==> src/rtl/bis_pkg.sv <==
`timescale 1ns / 1ps
// shared types, constants and codes of the binary interpolation search block
package bis_pkg;

  localparam int DEF_TABLE_DEPTH = 1024;
  localparam int DEF_KEY_WIDTH   = 32;

  localparam int IN_KEY_W    = 32;
  localparam int ENTRY_IDX_W = 10;
  localparam int POS_W       = 10;
  localparam int ENTRIES_W   = 11;
  localparam int CFG_DATA_W  = 11;
  localparam int CFG_IDX_W   = 1;

  localparam logic [ENTRIES_W-1:0] ENTRIES_RESET = 11'd1024;

  localparam logic FUNC_LOAD   = 1'b0;
  localparam logic FUNC_SEARCH = 1'b1;

  localparam logic [CFG_IDX_W-1:0] CFG_GROWTH_MODE    = 1'd0;
  localparam logic [CFG_IDX_W-1:0] CFG_ENTRIES_IN_USE = 1'd1;

  typedef enum logic [2:0] {ADR_LO, ADR_HI, ADR_NX, ADR_J, ADR_K} adr_sel_t;
  typedef enum logic [2:0] {CAP_NONE, CAP_LO, CAP_HI, CAP_NX, CAP_J, CAP_K} cap_sel_t;
  typedef enum logic [1:0] {RES_MISS, RES_AT_NX, RES_AT_K} res_sel_t;

  typedef struct packed {
    logic     load;
    logic     start;
    logic     rd_en;
    adr_sel_t rd_sel;
    cap_sel_t cap;
    logic     prb_init;
    logic     prb_eq;
    logic     mul_step;
    logic     div_init;
    logic     div_step;
    logic     prb_fin;
    logic     sqrt_init;
    logic     sqrt_step;
    logic     jmp_mul;
    logic     jmp_idx;
    logic     jmp_grow;
    logic     jmp_fin;
    logic     scan_init;
    logic     scan_next;
    logic     res_set;
    res_sel_t res;
    logic     out_load;
  } bis_cmd_t;

  typedef struct packed {
    logic first;
    logic out_of_range;
    logic d_zero;
    logic cnt_zero;
    logic hit_nx;
    logic small_win;
    logic j_edge;
    logic j_stop;
    logic k_hit;
    logic k_last;
  } bis_sts_t;

endpackage

==> src/rtl/bis_dp.sv <==
`timescale 1ns / 1ps
// search datapath: window registers, serial multiply/divide, serial sqrt, jump logic
module bis_dp #(
  parameter int TABLE_DEPTH = bis_pkg::DEF_TABLE_DEPTH,
  parameter int KEY_WIDTH   = bis_pkg::DEF_KEY_WIDTH
) (
  input  logic                                clk,
  input  logic                                rst,
  input  bis_pkg::bis_cmd_t                   cmd,
  output bis_pkg::bis_sts_t                   sts,
  input  logic [bis_pkg::ENTRY_IDX_W-1:0]     entry_index,
  input  logic signed [bis_pkg::IN_KEY_W-1:0] key_value,
  input  logic                                cfg_we,
  input  logic [bis_pkg::CFG_IDX_W-1:0]       cfg_index,
  input  logic [bis_pkg::CFG_DATA_W-1:0]      cfg_data,
  output logic                                ram_we,
  output logic [$clog2(TABLE_DEPTH)-1:0]      ram_waddr,
  output logic [KEY_WIDTH-1:0]                ram_wdata,
  output logic                                ram_re,
  output logic [$clog2(TABLE_DEPTH)-1:0]      ram_raddr,
  input  logic [KEY_WIDTH-1:0]                ram_rdata,
  output logic                                found,
  output logic [bis_pkg::POS_W-1:0]           position
);
  import bis_pkg::*;

  localparam int KW  = KEY_WIDTH;
  localparam int IW  = $clog2(TABLE_DEPTH);
  localparam int SW  = IW + 1;
  localparam int SQW = (SW + 1) / 2;
  localparam int PW  = KW + 1 + SW;
  localparam int CW  = $clog2(PW + 1);
  localparam int JW  = SW + 2;
  localparam int PRW = JW + SQW;
  localparam int QW  = PW + 3;
  localparam int MW  = ((PRW + 2) > QW ? (PRW + 2) : QW) + 1;
  localparam int EW  = (SW > ENTRIES_W) ? SW : ENTRIES_W;
  localparam logic signed [MW-1:0] ONE_S = MW'(1);

  // configuration
  logic                 growth_mode;
  logic [ENTRIES_W-1:0] entries_in_use;

  // search state
  logic signed [KW-1:0] x, klo, khi, knx, kj, kk;
  logic [IW-1:0]        lo, hi, nx, j, k;
  logic                 first;
  logic                 right;
  logic [PW-1:0]        acc, mcand, num;
  logic [SW-1:0]        mplier;
  logic [KW:0]          rem;
  logic [CW-1:0]        cnt;
  logic [SQW-1:0]       r;
  logic [JW-1:0]        i;
  logic [PRW-1:0]       prod;
  logic                 res_found;
  logic [IW-1:0]        res_pos;

  logic signed [KW-1:0] xn;
  logic signed [KW:0]   diff, dd;
  logic [KW:0]          amag, dmag;
  logic                 dneg;
  logic [SW-1:0]        size;
  logic [EW-1:0]        e_ext;
  logic [IW-1:0]        hi_init;
  logic [KW+1:0]        rem_sh;
  logic                 qbit;
  logic [KW:0]          rem_new;
  logic signed [QW-1:0] qu, qs;
  logic signed [MW-1:0] lo_e, nx_e, prod_e, s_e, ptarget, jv;
  logic [SQW-1:0]       t;
  logic [2*SQW-1:0]     tt;
  logic [PRW-1:0]       prod_next;

  function automatic logic [IW-1:0] clampi(input logic signed [MW-1:0] v,
                                           input logic [IW-1:0] l,
                                           input logic [IW-1:0] h);
    logic signed [MW-1:0] le, he;
    le = MW'(l);
    he = MW'(h);
    if (v < le) return l;
    else if (v > he) return h;
    else return IW'(v);
  endfunction

  // narrow keys are cut, wide keys sign extended
  assign xn = KW'(key_value);

  assign ram_we    = cmd.load && (EW'(entry_index) < EW'(TABLE_DEPTH));
  assign ram_waddr = IW'(entry_index);
  assign ram_wdata = xn;
  assign ram_re    = cmd.rd_en;

  always_comb begin
    case (cmd.rd_sel)
      ADR_LO:  ram_raddr = lo;
      ADR_HI:  ram_raddr = hi;
      ADR_NX:  ram_raddr = nx;
      ADR_J:   ram_raddr = j;
      ADR_K:   ram_raddr = k;
      default: ram_raddr = lo;
    endcase
  end

  // entry count clamped into 1..depth
  assign e_ext = EW'(entries_in_use);
  always_comb begin
    if (e_ext == '0) hi_init = '0;
    else if (e_ext > EW'(TABLE_DEPTH)) hi_init = IW'(TABLE_DEPTH - 1);
    else hi_init = IW'(e_ext - EW'(1));
  end

  assign diff = $signed({x[KW-1], x}) - $signed({klo[KW-1], klo});
  assign dd   = $signed({khi[KW-1], khi}) - $signed({klo[KW-1], klo});
  assign amag = diff[KW] ? 1'(0) - diff : diff;
  assign dmag = dd[KW] ? 1'(0) - dd : dd;
  assign dneg = diff[KW] ^ dd[KW];
  assign size = SW'(hi) - SW'(lo) + SW'(1);

  // restoring divide, one quotient bit per cycle
  assign rem_sh  = {rem, num[PW-1]};
  assign qbit    = (rem_sh >= {1'b0, dmag});
  assign rem_new = qbit ? (KW+1)'(rem_sh - {1'b0, dmag}) : rem_sh[KW:0];

  // truncating signed quotient
  assign qu = $signed({3'b000, num});
  assign qs = dneg ? -qu : qu;

  assign lo_e    = MW'(lo);
  assign nx_e    = MW'(nx);
  assign prod_e  = MW'(prod);
  assign s_e     = MW'(r);
  assign ptarget = lo_e + MW'(qs) + (first ? ONE_S : -ONE_S);
  assign jv      = right ? (nx_e + prod_e - ONE_S) : (nx_e - prod_e + ONE_S);

  // square root, one result bit per cycle from the top
  assign t  = r | (SQW'(1) << (cnt - CW'(1)));
  assign tt = (2*SQW)'(t) * (2*SQW)'(t);

  assign prod_next = PRW'(i) * PRW'(r);

  always_ff @(posedge clk) begin
    if (rst) begin
      growth_mode    <= 1'b0;
      entries_in_use <= ENTRIES_RESET;
    end else if (cfg_we) begin
      case (cfg_index)
        CFG_GROWTH_MODE:    growth_mode <= cfg_data[0];
        CFG_ENTRIES_IN_USE: entries_in_use <= cfg_data;
        default: ;
      endcase
    end
  end

  always_ff @(posedge clk) begin
    if (cmd.start) begin
      x     <= xn;
      lo    <= '0;
      hi    <= hi_init;
      first <= 1'b1;
    end
    case (cmd.cap)
      CAP_LO:  klo <= ram_rdata;
      CAP_HI:  khi <= ram_rdata;
      CAP_NX:  knx <= ram_rdata;
      CAP_J:   kj  <= ram_rdata;
      CAP_K:   kk  <= ram_rdata;
      default: ;
    endcase
    if (cmd.prb_init) begin
      mcand  <= PW'(amag);
      mplier <= size;
      acc    <= '0;
      cnt    <= CW'(SW);
    end
    if (cmd.mul_step) begin
      if (mplier[0]) acc <= acc + mcand;
      mcand  <= mcand << 1;
      mplier <= mplier >> 1;
      cnt    <= cnt - CW'(1);
    end
    if (cmd.div_init) begin
      num <= acc;
      rem <= '0;
      cnt <= CW'(PW);
    end
    if (cmd.div_step) begin
      num <= {num[PW-2:0], qbit};
      rem <= rem_new;
      cnt <= cnt - CW'(1);
    end
    if (cmd.prb_fin) nx <= clampi(ptarget, lo, hi);
    if (cmd.prb_eq) nx <= lo;
    if (cmd.sqrt_init) begin
      r     <= '0;
      cnt   <= CW'(SQW);
      i     <= JW'(1);
      right <= (x > knx);
    end
    if (cmd.sqrt_step) begin
      if (tt <= (2*SQW)'(size)) r <= t;
      cnt <= cnt - CW'(1);
    end
    if (cmd.jmp_mul) prod <= prod_next;
    if (cmd.jmp_idx) j <= clampi(jv, lo, hi);
    if (cmd.jmp_grow) i <= growth_mode ? (i << 1) : (i + JW'(1));
    if (cmd.jmp_fin) begin
      first <= 1'b0;
      if (right) begin
        lo <= clampi(nx_e + prod_e - s_e, lo, hi);
        hi <= clampi(nx_e + prod_e, lo, hi);
      end else begin
        lo <= clampi(nx_e - prod_e, lo, hi);
        hi <= clampi(nx_e - prod_e + s_e, lo, hi);
      end
    end
    if (cmd.scan_init) k <= lo;
    if (cmd.scan_next) k <= k + IW'(1);
    if (cmd.res_set) begin
      case (cmd.res)
        RES_AT_NX: begin
          res_found <= 1'b1;
          res_pos   <= nx;
        end
        RES_AT_K: begin
          res_found <= 1'b1;
          res_pos   <= k;
        end
        default: begin
          res_found <= 1'b0;
          res_pos   <= '0;
        end
      endcase
    end
    if (cmd.out_load) begin
      found    <= res_found;
      position <= POS_W'(res_pos);
    end
  end

  assign sts.first        = first;
  assign sts.out_of_range = (x < klo) || (x > khi);
  assign sts.d_zero       = (khi == klo);
  assign sts.cnt_zero     = (cnt == '0);
  assign sts.hit_nx       = (knx == x);
  assign sts.small_win    = (size <= SW'(3));
  assign sts.j_edge       = right ? (j >= hi) : (j <= lo);
  assign sts.j_stop       = right ? (x <= kj) : (x >= kj);
  assign sts.k_hit        = (kk == x);
  assign sts.k_last       = (k == hi);

`ifndef SYNTHESIS
  a_window_ordered: assert property (@(posedge clk) disable iff (rst)
    cmd.jmp_fin |=> (lo <= hi))
    else $error("jump produced an empty window");
`endif

endmodule

==> config.mk <==
export PLATFORM = sky130hd
export DESIGN_NAME = bis_dp
export DESIGN_NICKNAME = d
export VERILOG_FILES = /design/src/rtl/bis_pkg.sv /design/src/rtl/bis_dp.sv
export SDC_FILE = /design/constraint.sdc
export NUM_CORES = 2
export LEC_CHECK = 0
export BUFFER_PORTS_ARGS = -buffer_cell sky130_fd_sc_hd__buf_2
export CAP_MARGIN = 30
export CORE_ASPECT_RATIO = 1.1
export CORE_UTILIZATION = 40
export CTS_CLUSTER_SIZE = 16
export DETAILED_ROUTE_END_ITERATION = 8
export PLACE_DENSITY = 0.64
export SLEW_MARGIN = 20
export SYNTH_ARGS = -nofsm -noshare
export SYNTH_HDL_FRONTEND = slang
export SYNTH_SLANG_ARGS = --single-unit
==> constraint.sdc <==
create_clock -name clk -period 10.15 [get_ports clk]
set_input_delay 0 -clock clk [delete_from_list [all_inputs] [get_ports clk]]
set_output_delay 0 -clock clk [all_outputs]
set_load 0.05 [all_outputs]
==> summary.md <==
| Metric | Value |
|---|---|
| Via density | `~5.7` |
| Cell Rows | `between 100 and 150` |
| Multi-input gate area in the final layout | `between 20000 and 30000 um2` |
| Yosys cell types | `approximately 110` |
| Layout cell share with drive strength beyond 1 | `0.0865` |
| Core ar. | `between 100000 and 150000 um2` |
| Most common library cell in the layout ignoring fill and taps | `ha_1` |
| Ys async rst share | `0` |
| Fin crit period | `approximately 9 ns` |
| Synth Net Count | `5831` |
| Yosys warnings | `0` |
| Vias in the first global route | `37400` |
| Worst Slack Setup Final | `~0.98 ns` |
| Power per cell area | `between 300 and 400 nW/um2` |
| CTS Root Cell | `clkbuf_16` |
| Synth Area per Inst | `9.10 um2` |
| Crit path kind | `flip-flop to flip-flop` |
| Most frequent cells in the layout | `ha_1, edfxtp_1, inv_1, a21oi_1, nand2_1` |
| Fillers | `10900` |
| Placed Cells incl. Taps | `6578` |
| Die ar. | `117000 um2` |
| Synthesized area | `46200 um2` |
| Fmax | `around 110 MHz` |
| Reg2Reg Setup Slack | `~0.98 ns` |
| CP Buf/Inv Count | `4` |
| Fin nets | `roughly 6000` |
| Commonest register cell after synthesis | `edfxtp_1` |
| # IOs | `around 190` |
| CTS Sinks | `498` |
| Critical path's largest stage delay | `approximately 0.56 ns` |
| Crit. Startpoint | `khi[0]$_DFFE_PN_` |
| DR vias | `slightly below 40000` |
| Initial Utilization | `0.404` |
| TNS Setup | `0 ns` |
| Crit. End Element | `flip-flop` |
| Post-synth EDFFs | `roughly 430` |
| Post-DP HPWL | `102000 um` |
| Skew final | `0.0374 ns` |
| Crit path required time | `roughly 11 ns` |
| Overflow after GRT | `0` |
| Initial antenna violation count | `3` |
| VDD IR-drop max | `about 0.22 mV` |
| Final hold violation count | `0` |
| Critical path depth | `32` |
| Drt pass-1 iters | `6` |
| Port Buffers | `~170` |
| Seq cells post-synth | `about 500` |
| ANT nets after route | `0` |
| Reg2reg end | `nx[1]$_DFFE_PP_` |
| CP max stage cell | `or4_4` |
| Finished Layout Cells | `between 6000 and 7000` |
| RSZ-0062 raised after global routing | `false` |
| Register area share after synthesis | `0.310` |
| PostCTS Resize Cnt | `0` |
| Top-area cell type share of the netlist area | `0.282` |
| WL/cell | `between 15 and 20 um` |
| Most frequent CP cell | `inv_1` |
| DRC viols | `0` |
| # setup viols final | `0` |
| P_leak | `0.0218 uW` |
| CP Capture Point | `nx[1]$_DFFE_PP_` |
| Final Wtd Congestion | `0.944` |
| Cell taking the most area after synthesis | `edfxtp_1` |
| Reg area | `14300 um2` |
| Clk pin slew, worst setup/hold paths | `0.06 ns` |
| Synthesized instance count | `approximately 5100` |
| Final period util | `0.903` |
| Actual slew at the worst max-slew pin | `between 0.9 and 1 ns` |
| R2r worst-path depth | `32` |
| Slew Viols, Final | `0` |
| Clock latency on the worst-skew pair | `roughly 0.67 ns` |
| Clock buffer depth | `3` |
| Synth area leaders | `edfxtp_1, ha_1, xnor2_1` |
| RR Startpoint | `khi[0]$_DFFE_PN_` |
| Final wirelength | `133000 um` |
| CTS buffer count | `about 60` |
| Max-cap violation count | `0` |
| Hold crit path type | `input port to primary output` |
| Die H | `358 um` |
| Postcts setup bufs | `0` |
| Startpoint types | `flip-flop` |
| Slew Limit Headroom | `0.387` |
| Largest net degree at the start of global routing | `86` |
| Placement Setup Slack | `between 0.9 and 1 ns` |
| Iter 0 DRT Violations | `2802` |
| Arr. time, crit path | `around 9.5 ns` |
| Kind of cell adding the most delay to the critical path | `compound AO/OA/AOI/OAI gates` |
| H-tree depth | `2` |
| Tot GR Track Use | `0.222` |
| Area Growth Syn to Fin | `11.3%` |
| First-pass GRT wire length | `around 210000 um` |
| Status | `finished clean` |
| Chip Width | `between 300 and 400 um` |
| Hold-fix buffers at CTS | `roughly 120` |
| Maximum fanout along the worst path | `29` |
| TritonCTS clock tree | `done` |
==> metrics by stage <==
| step | total power (uW) | cell area, um2 | utilization | hold slack (ns) |
|---|---|---|---|---|
| finish | 17400 | 51400 | 0.450 | 0.000109 |
| floorplan | 12000 | 46200 | - | 0.0691 |
| CTS | 17300 | 51400 | 0.449 | 0.000341 |
| detailed placement | 15000 | 48300 | 0.422 | 0.000341 |
| global route | 18900 | 51400 | 0.450 | 0.000287 |
| global placement | 14800 | 48200 | 0.422 | 0.000341 |
==> worst min path at each step <==
stage                               from               endpoint  cells after the start
after floorplan                      rst  e_ext[0]$_SDFFE_PP0P_                      1
after detailed placement         cmd[24]                 ram_re                      0
after global placement           cmd[24]                 ram_re                      0
after global routing             cmd[26]                 ram_we                      0
final                     entry_index[4]           ram_waddr[4]                      0
after CTS                        cmd[24]                 ram_re                      0
==> state kept, by name, indices dropped and copies added, names as in the netlist, 11 cells and up <==
name / flops
acc: 44
mcand: 44
num: 44
rem: 33
khi: 32
kj: 32
kk: 32
klo: 32
knx: 32
x: 32
prod: 19
i: 13
e_ext: 11
mplier: 11
==> synthesized netlist by cell type, drive strengths merged (48+ instances only) <==
| master | number |
|---|---|
| nand4 | 84 |
| a21oi | 390 |
| edfxtp | 433 |
| buf | 73 |
| fa | 72 |
| xor2 | 170 |
| nor2 | 311 |
| o21bai | 49 |
| nand3 | 149 |
| nor2b | 72 |
| inv | 392 |
| nand2 | 357 |
| a21o | 149 |
| ha | 570 |
| o21ai | 314 |
| xnor2 | 224 |
| a211oi | 58 |
| nor3 | 93 |
| a31oi | 48 |
| nand2b | 65 |
| mux2 | 48 |
| clkbuf | 149 |
| and2 | 51 |
| o21a | 76 |
| dfxtp | 65 |
==> metal layers <==
metal,share of wire,GRT usage,vias to the layer above,wire length (um)
li1,-,-,19000,-
met1,0.44,0.284,18400,58300
met2,0.47,0.375,1113,61800
met3,0.050,0.0249,258,6630
met4,0.046,0.101,4,6090
met5,0.00021,0,-,28
==> logic make-up after synthesis <==
| logic type | synth area share |
|---|---|
| xor+xnor | 0.0747 |
| compound gates | 0.201 |
| fa+ha+maj | 0.186 |
| flops | 0.310 |
| mux | 0.0178 |
| buf+inv | 0.0546 |
| simple gates | 0.157 |
==> where the power goes <==
part / total, uW / leakage, uW / internal [uW] / switching [uW]
logic: 12000 / 0.0160 / 4800 / 7160
clock network: 2110 / 0.000913 / 1190 / 915
registers: 3370 / 0.00486 / 2780 / 583
==> final cells by class <==
class,count,area share
well taps,1518,0.0369
clock inverters,38,0.00676
multi-input cells,3959,0.572
repair buffers,335,0.0472
clock buffers,72,0.0300
inverters,394,0.0288
diodes,1,0.0000487
flip-flops and latches,498,0.278
Power figures use the tool's default switching activity.
