[src/rtl/bis_pkg.sv]
`timescale 1ns / 1ps
// shared types, constants and codes of the binary interpolation search block
package bis_pkg;

  localparam int DEF_TABLE_DEPTH = 1024;
  localparam int DEF_KEY_WIDTH   = 32;

  localparam int IN_KEY_W    = 32;
  localparam int ENTRY_IDX_W = 10;
  localparam int POS_W       = 10;
  localparam int ENTRIES_W   = 11;
  localparam int CFG_DATA_W  = 11;
  localparam int CFG_IDX_W   = 1;

  localparam logic [ENTRIES_W-1:0] ENTRIES_RESET = 11'd1024;

  localparam logic FUNC_LOAD   = 1'b0;
  localparam logic FUNC_SEARCH = 1'b1;

  localparam logic [CFG_IDX_W-1:0] CFG_GROWTH_MODE    = 1'd0;
  localparam logic [CFG_IDX_W-1:0] CFG_ENTRIES_IN_USE = 1'd1;

  typedef enum logic [2:0] {ADR_LO, ADR_HI, ADR_NX, ADR_J, ADR_K} adr_sel_t;
  typedef enum logic [2:0] {CAP_NONE, CAP_LO, CAP_HI, CAP_NX, CAP_J, CAP_K} cap_sel_t;
  typedef enum logic [1:0] {RES_MISS, RES_AT_NX, RES_AT_K} res_sel_t;

  typedef struct packed {
    logic     load;
    logic     start;
    logic     rd_en;
    adr_sel_t rd_sel;
    cap_sel_t cap;
    logic     prb_init;
    logic     prb_eq;
    logic     mul_step;
    logic     div_init;
    logic     div_step;
    logic     prb_fin;
    logic     sqrt_init;
    logic     sqrt_step;
    logic     jmp_mul;
    logic     jmp_idx;
    logic     jmp_grow;
    logic     jmp_fin;
    logic     scan_init;
    logic     scan_next;
    logic     res_set;
    res_sel_t res;
    logic     out_load;
  } bis_cmd_t;

  typedef struct packed {
    logic first;
    logic out_of_range;
    logic d_zero;
    logic cnt_zero;
    logic hit_nx;
    logic small_win;
    logic j_edge;
    logic j_stop;
    logic k_hit;
    logic k_last;
  } bis_sts_t;

endpackage

[src/rtl/bis_ctrl.sv]
`timescale 1ns / 1ps
// search sequencer: steps the datapath through probe, jump and scan phases
module bis_ctrl (
  input  logic              clk,
  input  logic              rst,
  input  logic              in_valid,
  input  logic              in_func,
  output logic              in_ready,
  input  logic              out_ready,
  output logic              out_valid,
  input  bis_pkg::bis_sts_t sts,
  output bis_pkg::bis_cmd_t cmd
);
  import bis_pkg::*;

  typedef enum logic [4:0] {
    S_IDLE, S_LO_RD, S_LO_CAP, S_HI_CAP, S_CHK, S_MUL, S_DIV,
    S_NX_RD, S_NX_CAP, S_NX_CHK, S_SQRT, S_JIDX, S_JCHK, S_JCAP, S_JTST, S_JMUL,
    S_SC_RD, S_SC_CAP, S_SC_CHK, S_DONE
  } state_t;

  state_t state, state_next;

  assign in_ready = (state == S_IDLE);

  always_comb begin
    cmd        = '0;
    state_next = state;
    case (state)
      S_IDLE: begin
        if (in_valid && in_func == FUNC_SEARCH) begin
          cmd.start  = 1'b1;
          state_next = S_LO_RD;
        end else if (in_valid) begin
          cmd.load = 1'b1;
        end
      end
      S_LO_RD: begin
        cmd.rd_en  = 1'b1;
        cmd.rd_sel = ADR_LO;
        state_next = S_LO_CAP;
      end
      S_LO_CAP: begin
        cmd.cap    = CAP_LO;
        cmd.rd_en  = 1'b1;
        cmd.rd_sel = ADR_HI;
        state_next = S_HI_CAP;
      end
      S_HI_CAP: begin
        cmd.cap    = CAP_HI;
        state_next = S_CHK;
      end
      S_CHK: begin
        if (sts.first && sts.out_of_range) begin
          cmd.res_set = 1'b1;
          cmd.res     = RES_MISS;
          state_next  = S_DONE;
        end else if (sts.d_zero) begin
          cmd.prb_eq = 1'b1;
          state_next = S_NX_RD;
        end else begin
          cmd.prb_init = 1'b1;
          state_next   = S_MUL;
        end
      end
      S_MUL: begin
        if (sts.cnt_zero) begin
          cmd.div_init = 1'b1;
          state_next   = S_DIV;
        end else begin
          cmd.mul_step = 1'b1;
        end
      end
      S_DIV: begin
        if (sts.cnt_zero) begin
          cmd.prb_fin = 1'b1;
          state_next  = S_NX_RD;
        end else begin
          cmd.div_step = 1'b1;
        end
      end
      S_NX_RD: begin
        cmd.rd_en  = 1'b1;
        cmd.rd_sel = ADR_NX;
        state_next = S_NX_CAP;
      end
      S_NX_CAP: begin
        cmd.cap    = CAP_NX;
        state_next = S_NX_CHK;
      end
      S_NX_CHK: begin
        if (sts.hit_nx) begin
          cmd.res_set = 1'b1;
          cmd.res     = RES_AT_NX;
          state_next  = S_DONE;
        end else if (sts.small_win) begin
          cmd.scan_init = 1'b1;
          state_next    = S_SC_RD;
        end else begin
          cmd.sqrt_init = 1'b1;
          state_next    = S_SQRT;
        end
      end
      S_SQRT: begin
        if (sts.cnt_zero) begin
          cmd.jmp_mul = 1'b1;
          state_next  = S_JIDX;
        end else begin
          cmd.sqrt_step = 1'b1;
        end
      end
      S_JIDX: begin
        cmd.jmp_idx = 1'b1;
        state_next  = S_JCHK;
      end
      S_JCHK: begin
        if (sts.j_edge) begin
          cmd.jmp_fin = 1'b1;
          state_next  = S_LO_RD;
        end else begin
          cmd.rd_en  = 1'b1;
          cmd.rd_sel = ADR_J;
          state_next = S_JCAP;
        end
      end
      S_JCAP: begin
        cmd.cap    = CAP_J;
        state_next = S_JTST;
      end
      S_JTST: begin
        if (sts.j_stop) begin
          cmd.jmp_fin = 1'b1;
          state_next  = S_LO_RD;
        end else begin
          cmd.jmp_grow = 1'b1;
          state_next   = S_JMUL;
        end
      end
      S_JMUL: begin
        cmd.jmp_mul = 1'b1;
        state_next  = S_JIDX;
      end
      S_SC_RD: begin
        cmd.rd_en  = 1'b1;
        cmd.rd_sel = ADR_K;
        state_next = S_SC_CAP;
      end
      S_SC_CAP: begin
        cmd.cap    = CAP_K;
        state_next = S_SC_CHK;
      end
      S_SC_CHK: begin
        if (sts.k_hit) begin
          cmd.res_set = 1'b1;
          cmd.res     = RES_AT_K;
          state_next  = S_DONE;
        end else if (sts.k_last) begin
          cmd.res_set = 1'b1;
          cmd.res     = RES_MISS;
          state_next  = S_DONE;
        end else begin
          cmd.scan_next = 1'b1;
          state_next    = S_SC_RD;
        end
      end
      S_DONE: begin
        if (!out_valid || out_ready) begin
          cmd.out_load = 1'b1;
          state_next   = S_IDLE;
        end
      end
      default: state_next = S_IDLE;
    endcase
  end

  always_ff @(posedge clk) begin
    if (rst) begin
      state     <= S_IDLE;
      out_valid <= 1'b0;
    end else begin
      state <= state_next;
      if (cmd.out_load) begin
        out_valid <= 1'b1;
      end else if (out_ready) begin
        out_valid <= 1'b0;
      end
    end
  end

`ifndef SYNTHESIS
  a_search_starts: assert property (@(posedge clk) disable iff (rst)
    (state == S_IDLE && in_valid && in_func == FUNC_SEARCH) |=> (state == S_LO_RD))
    else $error("search item did not start a search");

  a_result_held: assert property (@(posedge clk) disable iff (rst)
    (state == S_DONE && out_valid && !out_ready) |=> (state == S_DONE && out_valid))
    else $error("pending result overwritten");

  a_one_step: assert property (@(posedge clk) disable iff (rst)
    $onehot0({cmd.mul_step, cmd.div_step, cmd.sqrt_step, cmd.jmp_grow}))
    else $error("more than one iterative unit stepped");
`endif

endmodule

[config.mk]
export PLATFORM = sky130hd
export DESIGN_NAME = bis_ctrl
export DESIGN_NICKNAME = d
export VERILOG_FILES = /design/src/rtl/bis_pkg.sv /design/src/rtl/bis_ctrl.sv
export SDC_FILE = /design/constraint.sdc
export NUM_CORES = 1
export LEC_CHECK = 0
export ABC_CLOCK_PERIOD_IN_PS = 2550
export CORE_AREA = 3 3 50 52
export CTS_CLUSTER_SIZE = 28
export DETAILED_ROUTE_END_ITERATION = 12
export DIE_AREA = 0 0 53 55
export DONT_BUFFER_PORTS = 1
export GPL_TIMING_DRIVEN = 1
export HOLD_SLACK_MARGIN = 0.08
export PLACE_DENSITY = 0.53
export SLEW_MARGIN = 15
export SYNTH_ARGS = -nofsm -noshare
export SYNTH_HDL_FRONTEND = slang
export SYNTH_SLANG_ARGS = --single-unit
[constraint.sdc]
create_clock -name clk -period 2.55 [get_ports clk]
set_input_delay 0.1275 -clock clk [delete_from_list [all_inputs] [get_ports clk]]
set_output_delay 0.1275 -clock clk [all_outputs]
set_load 0.05 [all_outputs]
==> flow_metrics.py, run 1 <==
metrics = {
    "timing": {
        "timing.hold.ws_ns": 0.08496,
        "worst_slew_pin_slew_ns": 0.6693,
        "final.setup.tns_ns": 0,
        "number_of_max_slew_violations_in_the_final_report": 0,
        "clock.fmax_ghz": 0.4321,
        "finalSetupViolCount": 0,
        "worst_clock_skew_ns": 0.008073,
        "slew_headroom": 0.5532,
        "fin_crit_sh": 0.9076,
        "unrepaired_setup_endpoints_after_global_routing": "false",
        "final_hold_viols": 0,
        "final_period_demand_of_the_worst_path_ns": 2.314,
    },
    "run_status": {
        "outcome": "completed",
    },
    "route": {
        "drt.antenna.violating_nets": 0,
        "route.detailed.drc": 0,
        "drt_pre_antenna_iters": 4,
        "finalWirelength_mm": 2.569,
        "route.vias.total": 1036,
        "drt-initial-drc-count": 21,
        "drt-vias-per-instance": 5.756,
        "post_drt_wl_per_cell_um": 14.27,
    },
    "clock_network": {
        "postCtsHoldBufs": 1,
        "clock-sinks": 6,
        "clk_latency_ns": 0.25,
        "numCtsBuffers": 3,
        "post_cts_resize_count": 0,
        "post_cts.repair.setup_buffers": 0,
        "cts-root-buf": "sky130_fd_sc_hd__clkbuf_4",
        "cts.path.max_buffers": 2,
        "clk_pin_slew_worst_paths_ns": 0.05,
        "cts_tree": "done",
        "clock_tree.htree_level_count": 1,
    },
    "die": {
        "core_area_um2": 2148,
        "floorplan.die.height_um": 55,
        "top_level_ports": 44,
        "fp.dieW_um": 53,
        "initial_core_util": 0.4083,
        "placementRows": 17,
        "die-area_um2": 2915,
    },
    "setup_path": {
        "crit_chain": "nor2_1, and3b_1, and3_1",
        "crit_type": "reg2out",
        "cp.arrival_ns": 2.19,
        "endpoint_kind": "output pin",
        "crit_path_start_kind": "register",
        "critical_path.top_delay_family": "simple AND/OR/NAND/NOR gates",
        "crit_buf_inv": 0,
        "slowest_delay_ns": 0.59,
        "cpMaxStageDelayCell": "sky130_fd_sc_hd__and3b_1",
        "critPathRequiredTime_ns": 2.42,
        "worst-path-max-fanout": 22,
        "reg2reg_setup_slack_ns": 0.45,
    },
    "cells_and_area": {
        "combined_flip_flop_and_latch_cell_area_um2": 120.1,
        "antenna_cells": 0,
        "multiInputGateArea_um2": 718.2,
        "drive_gt1_frac": 0.3092,
        "synthToLayoutAreaGrowth_pct": 29.96,
        "fillerInstances": 233,
        "finalNetCount": 169,
        "final_area_um2": 1140,
    },
    "global_route": {
        "grt_antenna_before_repair": 0,
        "remaining_global_route_overflow": 0,
        "grt_pass1_wl_mm": 4.174,
        "globalRouteTotalUtil": 0.1877,
        "via_count_of_the_first_global_routing_pass": 911,
        "grt_max_degree": 23,
    },
    "power": {
        "post-layout-total-power_uw": 645.8,
        "pwr_cell_area_nw_per_um2": 566.6,
        "leakagePower_uw": 0.0004406,
        "irDropWorstVdd_v": 0.0004059,
    },
    "placement": {
        "port_buffers": 0,
        "post-dp-hpwl_mm": 1.969,
        "gp_congestion": 0.8074,
        "dpl_cell_area_um2": 1107,
    },
    "logic_synthesis": {
        "dominantRegCellSynth": "sky130_fd_sc_hd__dfxtp_1",
        "post-synth-top-count-cell": "sky130_fd_sc_hd__nand2_1",
        "synth-async-reset-ratio": 0,
        "most_area_consuming_cells_after_synthesis": "sky130_fd_sc_hd__dfxtp_1, sky130_fd_sc_hd__nand2_1, sky130_fd_sc_hd__nand2b_1",
        "postSynthAreaPerCell_um2": 6.695,
        "synthCells": 131,
        "number_of_synthesized_flops_with_an_enable_pin": 0,
        "yosys-top-cells-count": "sky130_fd_sc_hd__nand2_1, sky130_fd_sc_hd__nor2_1, sky130_fd_sc_hd__a21oi_1, sky130_fd_sc_hd__nor3_1, sky130_fd_sc_hd__nand2b_1",
        "mappedNetlistNets": 146,
        "syn_area_um2": 877.1,
        "synth_largest_type_area_fraction": 0.1369,
        "synth_top_area_cell": "sky130_fd_sc_hd__dfxtp_1",
        "synth_seq_cells": 6,
        "ys_warn_count": 0,
        "synthDistinctLibCells": 47,
        "ys_seq_area_frac": 0.1369,
    },
    "hold_path": {
        "min-delay-path-class": "in2reg",
    },
    "run": {
        "cap_viol_max_count": 0,
    },
}
sequential cells by signal, indices dropped and copies added (netlist names):
| register | flops |
|---|---|
| state | 5 |
| out_valid | 1 |
stage by stage:
| step | instances | setup slack, ns | util |
|---|---|---|---|
| after floorplan | 131 | 0.08632 | - |
| after global routing | 180 | 0.07238 | 0.5306 |
| after global placement | 176 | 0.5556 | 0.5154 |
| after CTS | 180 | 0.2321 | 0.5306 |
| final | 180 | 0.2357 | 0.5306 |
| after detailed placement | 176 | 0.4661 | 0.5154 |
worst paths after layout:
path                          from  depth (start not counted)                     to
max          state[2]$_SDFFE_PP0P_                          3                cmd[25]
min                            rst                          2  state[1]$_SDFFE_PP0P_
max reg2reg  state[2]$_SDFFE_PP0P_                          5  state[0]$_SDFFE_PP0P_
min reg2reg  state[1]$_SDFFE_PP0P_                          2  state[1]$_SDFFE_PP0P_
layer usage:
| metal | GRT usage | up-vias | share of wire |
|---|---|---|---|
| li1 | - | 523 | - |
| met1 | 0.2616 | 462 | 0.47 |
| met2 | 0.3079 | 51 | 0.43 |
| met3 | 0.03485 | 0 | 0.095 |
| met4 | 0.02553 | 0 | 0 |
| met5 | 0 | - | 0 |
placed cells by master (no fill, tap or decap), drive strengths merged, types with 4 or more instances in the layout:
master  instances
a21oi          10
nor2b           4
dfxtp           6
nand2b         11
buf            28
nor4            4
nor3           12
nor2           15
nand2          17
cell families (layout without fill, tap and decap cells):
logic type / count (synthesis) / in the layout / synth area share
flops: 6 / 6 / 0.1370
xor+xnor: 1 / 1 / 0.009988
compound gates: 33 / 33 / 0.2768
simple gates: 76 / 76 / 0.4836
buf+inv: 14 / 35 / 0.08131
mux: 1 / 1 / 0.01141
power by group:
group | switching [µW] | internal, µW | total, µW
combinational | 281 | 147 | 428
sequential | 26.2 | 105 | 131
clock | 33.4 | 53.2 | 86.6
total | 341 | 305 | 646
layout make-up:
type,count,area share
Multi-Input combinational cell,111,0.6301
Timing Repair Buffer,29,0.2042
Sequential cell,6,0.1054
Tap cell,28,0.03074
Clock buffer,3,0.01976
Inverter,3,0.009879
(Power assumes the default switching activity.)
==> inputs of run 2 (changes only) <==
RECOVER_POWER = 25   (was default)
==> flow_metrics.py, run 2 (synthesis results as in run 1) <==
metrics = {
    "clock_network": {
        "cts_tree": "done",
        "postCtsHoldBufs": 1,
        "clk_pin_slew_worst_paths_ns": 0.05,
        "post_cts_resize_count": 0,
        "numCtsBuffers": 3,
        "cts-root-buf": "sky130_fd_sc_hd__clkbuf_4",
        "cts.path.max_buffers": 2,
        "clock-sinks": 6,
        "post_cts.repair.setup_buffers": 0,
        "clock_tree.htree_level_count": 1,
        "clk_latency_ns": 0.25,
    },
    "global_route": {
        "globalRouteTotalUtil": 0.1877,
        "remaining_global_route_overflow": 0,
        "grt_pass1_wl_mm": 4.174,
        "grt_antenna_before_repair": 0,
        "via_count_of_the_first_global_routing_pass": 911,
        "grt_max_degree": 23,
    },
    "placement": {
        "port_buffers": 0,
        "post-dp-hpwl_mm": 1.969,
        "gp_congestion": 0.8074,
    },
    "cells_and_area": {
        "finalNetCount": 169,
        "drive_gt1_frac": 0.2697,
        "antenna_cells": 0,
        "combined_flip_flop_and_latch_cell_area_um2": 120.1,
        "fillerInstances": 241,
        "final_cell_mix": "sky130_fd_sc_hd__buf_4, sky130_fd_sc_hd__nand2_1, sky130_fd_sc_hd__nor2_1",
        "synthToLayoutAreaGrowth_pct": 27.25,
        "multiInputGateArea_um2": 713.2,
        "registers.top_by_ff_count": "state",
        "leading_cell_type_in_the_layout_fill_and_taps_excluded": "sky130_fd_sc_hd__buf_4",
        "reg_top3": "state: 5 flops, out_valid: 1 flops",
        "layout.core_utilization": 0.5195,
        "largest_reg_flops": 5,
    },
    "timing": {
        "clock.fmax_ghz": 0.4266,
        "worst_clock_skew_ns": 0.007804,
        "final_hold_viols": 0,
        "fin_crit_sh": 0.9192,
        "unrepaired_setup_endpoints_after_global_routing": "false",
        "final_period_demand_of_the_worst_path_ns": 2.344,
        "slew_headroom": 0.5458,
        "worst_slew_pin_slew_ns": 0.6804,
        "number_of_max_slew_violations_in_the_final_report": 0,
        "final.setup.tns_ns": 0,
        "finalSetupViolCount": 0,
    },
    "hold_path": {
        "min-delay-path-class": "in2reg",
        "holdCritStartpoint": "rst",
        "hold-path-cell-count": 2,
    },
    "route": {
        "route.vias.total": 1046,
        "drt_pre_antenna_iters": 4,
        "drt.antenna.violating_nets": 0,
        "finalWirelength_mm": 2.553,
        "route.detailed.drc": 0,
        "drt-initial-drc-count": 21,
        "drt-vias-per-instance": 5.811,
        "post_drt_wl_per_cell_um": 14.18,
    },
    "die": {
        "core_area_um2": 2148,
        "initial_core_util": 0.4083,
        "floorplan.die.height_um": 55,
        "placementRows": 17,
        "fp.dieW_um": 53,
        "top_level_ports": 44,
        "die-area_um2": 2915,
    },
    "setup_path": {
        "cp.arrival_ns": 2.22,
        "critPathLaunch": "state[2]$_SDFFE_PP0P_",
        "reg2reg_setup_slack_ns": 0.43,
        "crit_type": "reg2out",
        "critical_path.reg2reg.startpoint": "state[2]$_SDFFE_PP0P_",
        "reg2regPathDepth": 5,
        "crit_path_start_kind": "register",
        "worst-path-max-fanout": 22,
        "critPathRequiredTime_ns": 2.42,
        "endpoint_kind": "output pin",
    },
    "run_status": {
        "outcome": "completed",
    },
    "power": {
        "leakagePower_uw": 0.0004189,
        "pwr_cell_area_nw_per_um2": 575.2,
        "irDropWorstVdd_v": 0.0004033,
    },
    "run": {
        "cap_viol_max_count": 0,
    },
}
## run 2: cell count changes in the layout (fill, tap and decap cells not counted)
cell	previous run	this run
sky130_fd_sc_hd__nor3_1	7	8
sky130_fd_sc_hd__nor3_2	4	3
sky130_fd_sc_hd__clkbuf_1	0	5
sky130_fd_sc_hd__buf_4	27	22
## run 2: per-layer routing
metal / track usage / vias up / share of wire
met1: 0.2616 / 477 / 0.47
met3: 0.03485 / 0 / 0.080
met4: 0.02553 / 0 / 0
li1: - / 521 / -
met2: 0.3079 / 48 / 0.45
met5: 0 / - / 0
## run 2: critical path, stage by stage, from the launching register on
cell and delay (ns):
sky130_fd_sc_hd__dfxtp_1 0.52, sky130_fd_sc_hd__nor2_1 0.28, sky130_fd_sc_hd__and3b_1 0.60, sky130_fd_sc_hd__and3_1 0.56
## run 2: where the power goes
| part | internal (µW) | switching, µW |
|---|---|---|
| clock network | 53.2 | 33.4 |
| logic | 145 | 279 |
| registers | 105 | 25.7 |
| total | 304 | 338 |
## run 2: path summary, 6_finish.rpt
check	end
min reg2reg	state[1]$_SDFFE_PP0P_
min	state[1]$_SDFFE_PP0P_
max reg2reg	state[1]$_SDFFE_PP0P_
max	cmd[25]
## run 2: final cells by class
class	instances	share of cell area
well taps	28	0.03139
multi-input cells	111	0.6390
flip-flops and latches	6	0.1076
clock buffers	3	0.02018
repair buffers	29	0.1917
inverters	3	0.01009
## run 2: per-stage QoR
step,cells,hold WS [ns],setup WS (ns),instance area [µm²],power (µW)
final,180,0.08485,0.2060,1116,641.9
after global routing,180,0.09981,0.07238,1116,685.7
after CTS,180,0.08105,0.2321,1140,648.0
after detailed placement,176,0.1992,0.4661,1107,557.0
after global placement,176,0.1979,0.5556,1107,552.3
after floorplan,131,0.1966,0.08632,882.1,456.1
==> inputs of run 3 (changes only) <==
ABC_AREA = 1   (was default)
CORE_AREA = 3 3 47 49   (was 3 3 50 52)
DIE_AREA = 0 0 50 52   (was 0 0 53 55)
==> flow_metrics.py, run 3 <==
metrics = {
    "setup_path": {
        "cp.arrival_ns": 1.88,
        "worst-path-max-fanout": 7,
        "critical_path.reg2reg.startpoint": "state[4]$_SDFFE_PP0P_",
        "reg2regPathDepth": 6,
        "r2r_end": "state[3]$_SDFFE_PP0P_",
        "reg2reg_setup_slack_ns": 0.87,
        "crit_path_start_kind": "register",
        "critPathRequiredTime_ns": 2.42,
        "endpoint_kind": "output pin",
        "crit_type": "reg2out",
    },
    "timing": {
        "fin_crit_sh": 0.7882,
        "finalSetupViolCount": 0,
        "slew_headroom": 0.3489,
        "clock.fmax_ghz": 0.4975,
        "final_hold_viols": 0,
        "final_period_demand_of_the_worst_path_ns": 2.010,
        "timing.hold.ws_ns": 0.09292,
        "final.setup.tns_ns": 0,
        "number_of_max_slew_violations_in_the_final_report": 0,
        "unrepaired_setup_endpoints_after_global_routing": "false",
        "worst_clock_skew_ns": 0.006351,
        "worst_slew_pin_slew_ns": 0.9702,
    },
    "logic_synthesis": {
        "ys_warn_count": 0,
        "number_of_synthesized_flops_with_an_enable_pin": 0,
        "synth-async-reset-ratio": 0,
        "synth_top_area_cell": "sky130_fd_sc_hd__nor2_1",
        "ys_seq_area_frac": 0.1558,
        "yosys-top-cells-count": "sky130_fd_sc_hd__nor2_1, sky130_fd_sc_hd__nand2_1, sky130_fd_sc_hd__inv_1, sky130_fd_sc_hd__inv_2, sky130_fd_sc_hd__nand3_1",
        "synthCells": 152,
        "mappedNetlistNets": 167,
        "most_area_consuming_cells_after_synthesis": "sky130_fd_sc_hd__nor2_1, sky130_fd_sc_hd__dfxtp_1, sky130_fd_sc_hd__nand2_1",
        "postSynthAreaPerCell_um2": 5.071,
        "syn_area_um2": 770.7,
        "dominantRegCellSynth": "sky130_fd_sc_hd__dfxtp_1",
        "synth_seq_cells": 6,
        "synth_largest_type_area_fraction": 0.1705,
        "synthDistinctLibCells": 19,
        "post-synth-top-count-cell": "sky130_fd_sc_hd__nor2_1",
    },
    "placement": {
        "dpl.cell_count": 197,
        "gp_congestion": 0.9296,
        "port_buffers": 0,
        "post-dp-hpwl_mm": 1.970,
    },
    "clock_network": {
        "clock-sinks": 6,
        "clk_latency_ns": 0.26,
        "clock_tree.htree_level_count": 1,
        "cts.path.max_buffers": 2,
        "numCtsBuffers": 3,
        "cts-root-buf": "sky130_fd_sc_hd__clkbuf_4",
        "clk_pin_slew_worst_paths_ns": 0.05,
        "cts_tree": "done",
    },
    "global_route": {
        "remaining_global_route_overflow": 0,
        "via_count_of_the_first_global_routing_pass": 893,
        "grt_pass1_wl_mm": 3.774,
        "globalRouteTotalUtil": 0.1908,
        "grt_max_degree": 8,
        "grt_antenna_before_repair": 0,
    },
    "cells_and_area": {
        "reg_top3": "state: 5 flops, out_valid: 1 flops",
        "largest_reg_flops": 5,
        "drive_gt1_frac": 0.2229,
        "leading_cell_type_in_the_layout_fill_and_taps_excluded": "sky130_fd_sc_hd__nor2_1",
        "final_cell_mix": "sky130_fd_sc_hd__nor2_1, sky130_fd_sc_hd__nand2_1, sky130_fd_sc_hd__inv_1",
        "fin_cells": 202,
        "registers.top_by_ff_count": "state",
        "synthToLayoutAreaGrowth_pct": 25.49,
        "antenna_cells": 0,
        "finalNetCount": 192,
        "layout.core_utilization": 0.5086,
    },
    "die": {
        "initial_core_util": 0.4053,
        "placementRows": 16,
        "floorplan.die.height_um": 52,
        "fp.dieW_um": 50,
        "core_area_um2": 1902,
        "top_level_ports": 44,
        "die-area_um2": 2600,
    },
    "run": {
        "cap_viol_max_count": 0,
    },
    "power": {
        "pwr_cell_area_nw_per_um2": 336.8,
        "leakagePower_uw": 0.0005582,
        "irDropWorstVdd_v": 0.0003304,
        "post-layout-total-power_uw": 325.8,
    },
    "route": {
        "detailroute.wirelength.met2_mm": 1.082,
        "wirelength_met1_mm": 1.078,
        "drt-vias-per-instance": 4.901,
        "drt.antenna.violating_nets": 0,
        "wl_met3_um": 137,
        "drt_pre_antenna_iters": 4,
        "maxUsedRoutingLayer": "met4",
        "drt-initial-drc-count": 25,
        "finalWirelength_mm": 2.350,
        "route.detailed.drc": 0,
        "route.vias.total": 990,
        "post_drt_wl_per_cell_um": 11.63,
    },
    "run_status": {
        "outcome": "completed",
    },
    "hold_path": {
        "hold-path-cell-count": 3,
        "min_delay_worst_endpoint": "state[1]$_SDFFE_PP0P_",
        "holdCritStartpoint": "sts[6]",
        "min-delay-path-class": "in2reg",
    },
}
## run 3: cell types whose count changed in the layout (fill, tap and decap cells not counted), sizes merged, moves of 6 or more
cell,change
buf,-7
inv,+28
nand2,+20
nand2b,-11
nand3,+7
nor2,+25
o21ai,+6
## run 3: cell families after synthesis
logic type | synth area share
DFF | 0.1559
AOI/OAI and AO/OA | 0.1299
and+or+nand+nor | 0.5633
buffers and inverters | 0.1510
## run 3: critical path, stage by stage, from the launching register on
cell and delay (ns):
sky130_fd_sc_hd__dfxtp_1 0.37, sky130_fd_sc_hd__inv_1 0.16, sky130_fd_sc_hd__nand3_1 0.25, sky130_fd_sc_hd__o21ai_1 0.84
## run 3: power breakdown
part | switching (µW) | leakage [µW] | internal, µW
clock network | 41.5 | 0.0000138 | 53.7
registers | 4.93 | 0.0000486 | 97.4
logic | 94.3 | 0.000496 | 33.9
total | 141 | 0.000558 | 185
## run 3: routing by layer
layer / up-vias / GRT usage
li1: 520 / -
met1: 429 / 0.2266
met2: 34 / 0.3261
met3: 7 / 0.03725
met4: 0 / 0.09217
met5: - / 0
## run 3: final cells by class
type / instances / area, µm²
Clock buffer: 3 / 22.52
Fill cell: 216 / 934.6
Inverter: 31 / 116.4
Multi-Input combinational cell: 115 / 526.8
Sequential cell: 6 / 120.1
Tap cell: 27 / 33.78
Timing Repair Buffer: 20 / 147.6
## run 3: what timing repair did
| action | in CTS | in global routing |
|---|---|---|
| buffers inserted | 0 | 0 |
| hold buffers | 2 | 0 |
| endpoints found under the hold margin | 6 | 0 |
| resized for setup | 0 | 0 |
## run 3: how the worst max path moves through the flow
stage / start / end / slack [ns] / cells after the start
5_1_grt: state[4]$_SDFFE_PP0P_ / cmd[24] / 0.42 / 5
3_5_place_dp: state[0]$_SDFFE_PP0P_ / cmd[22] / 0.91 / 7
4_1_cts: state[0]$_SDFFE_PP0P_ / cmd[22] / 0.64 / 7
2_1_floorplan: state[1]$_SDFFE_PP0P_ / cmd[25] / -0.13 / 5
3_3_place_gp: state[0]$_SDFFE_PP0P_ / cmd[22] / 0.95 / 7
6_report: state[4]$_SDFFE_PP0P_ / cmd[22] / 0.54 / 3
## run 3: through the flow
stage	cell area [µm²]	worst slack, ns
detailed placement	939.7	0.9091
CTS	982.2	0.6384
finish	967.2	0.5401
floorplan	770.7	-0.1283
global placement	939.7	0.9518
global route	967.2	0.4223
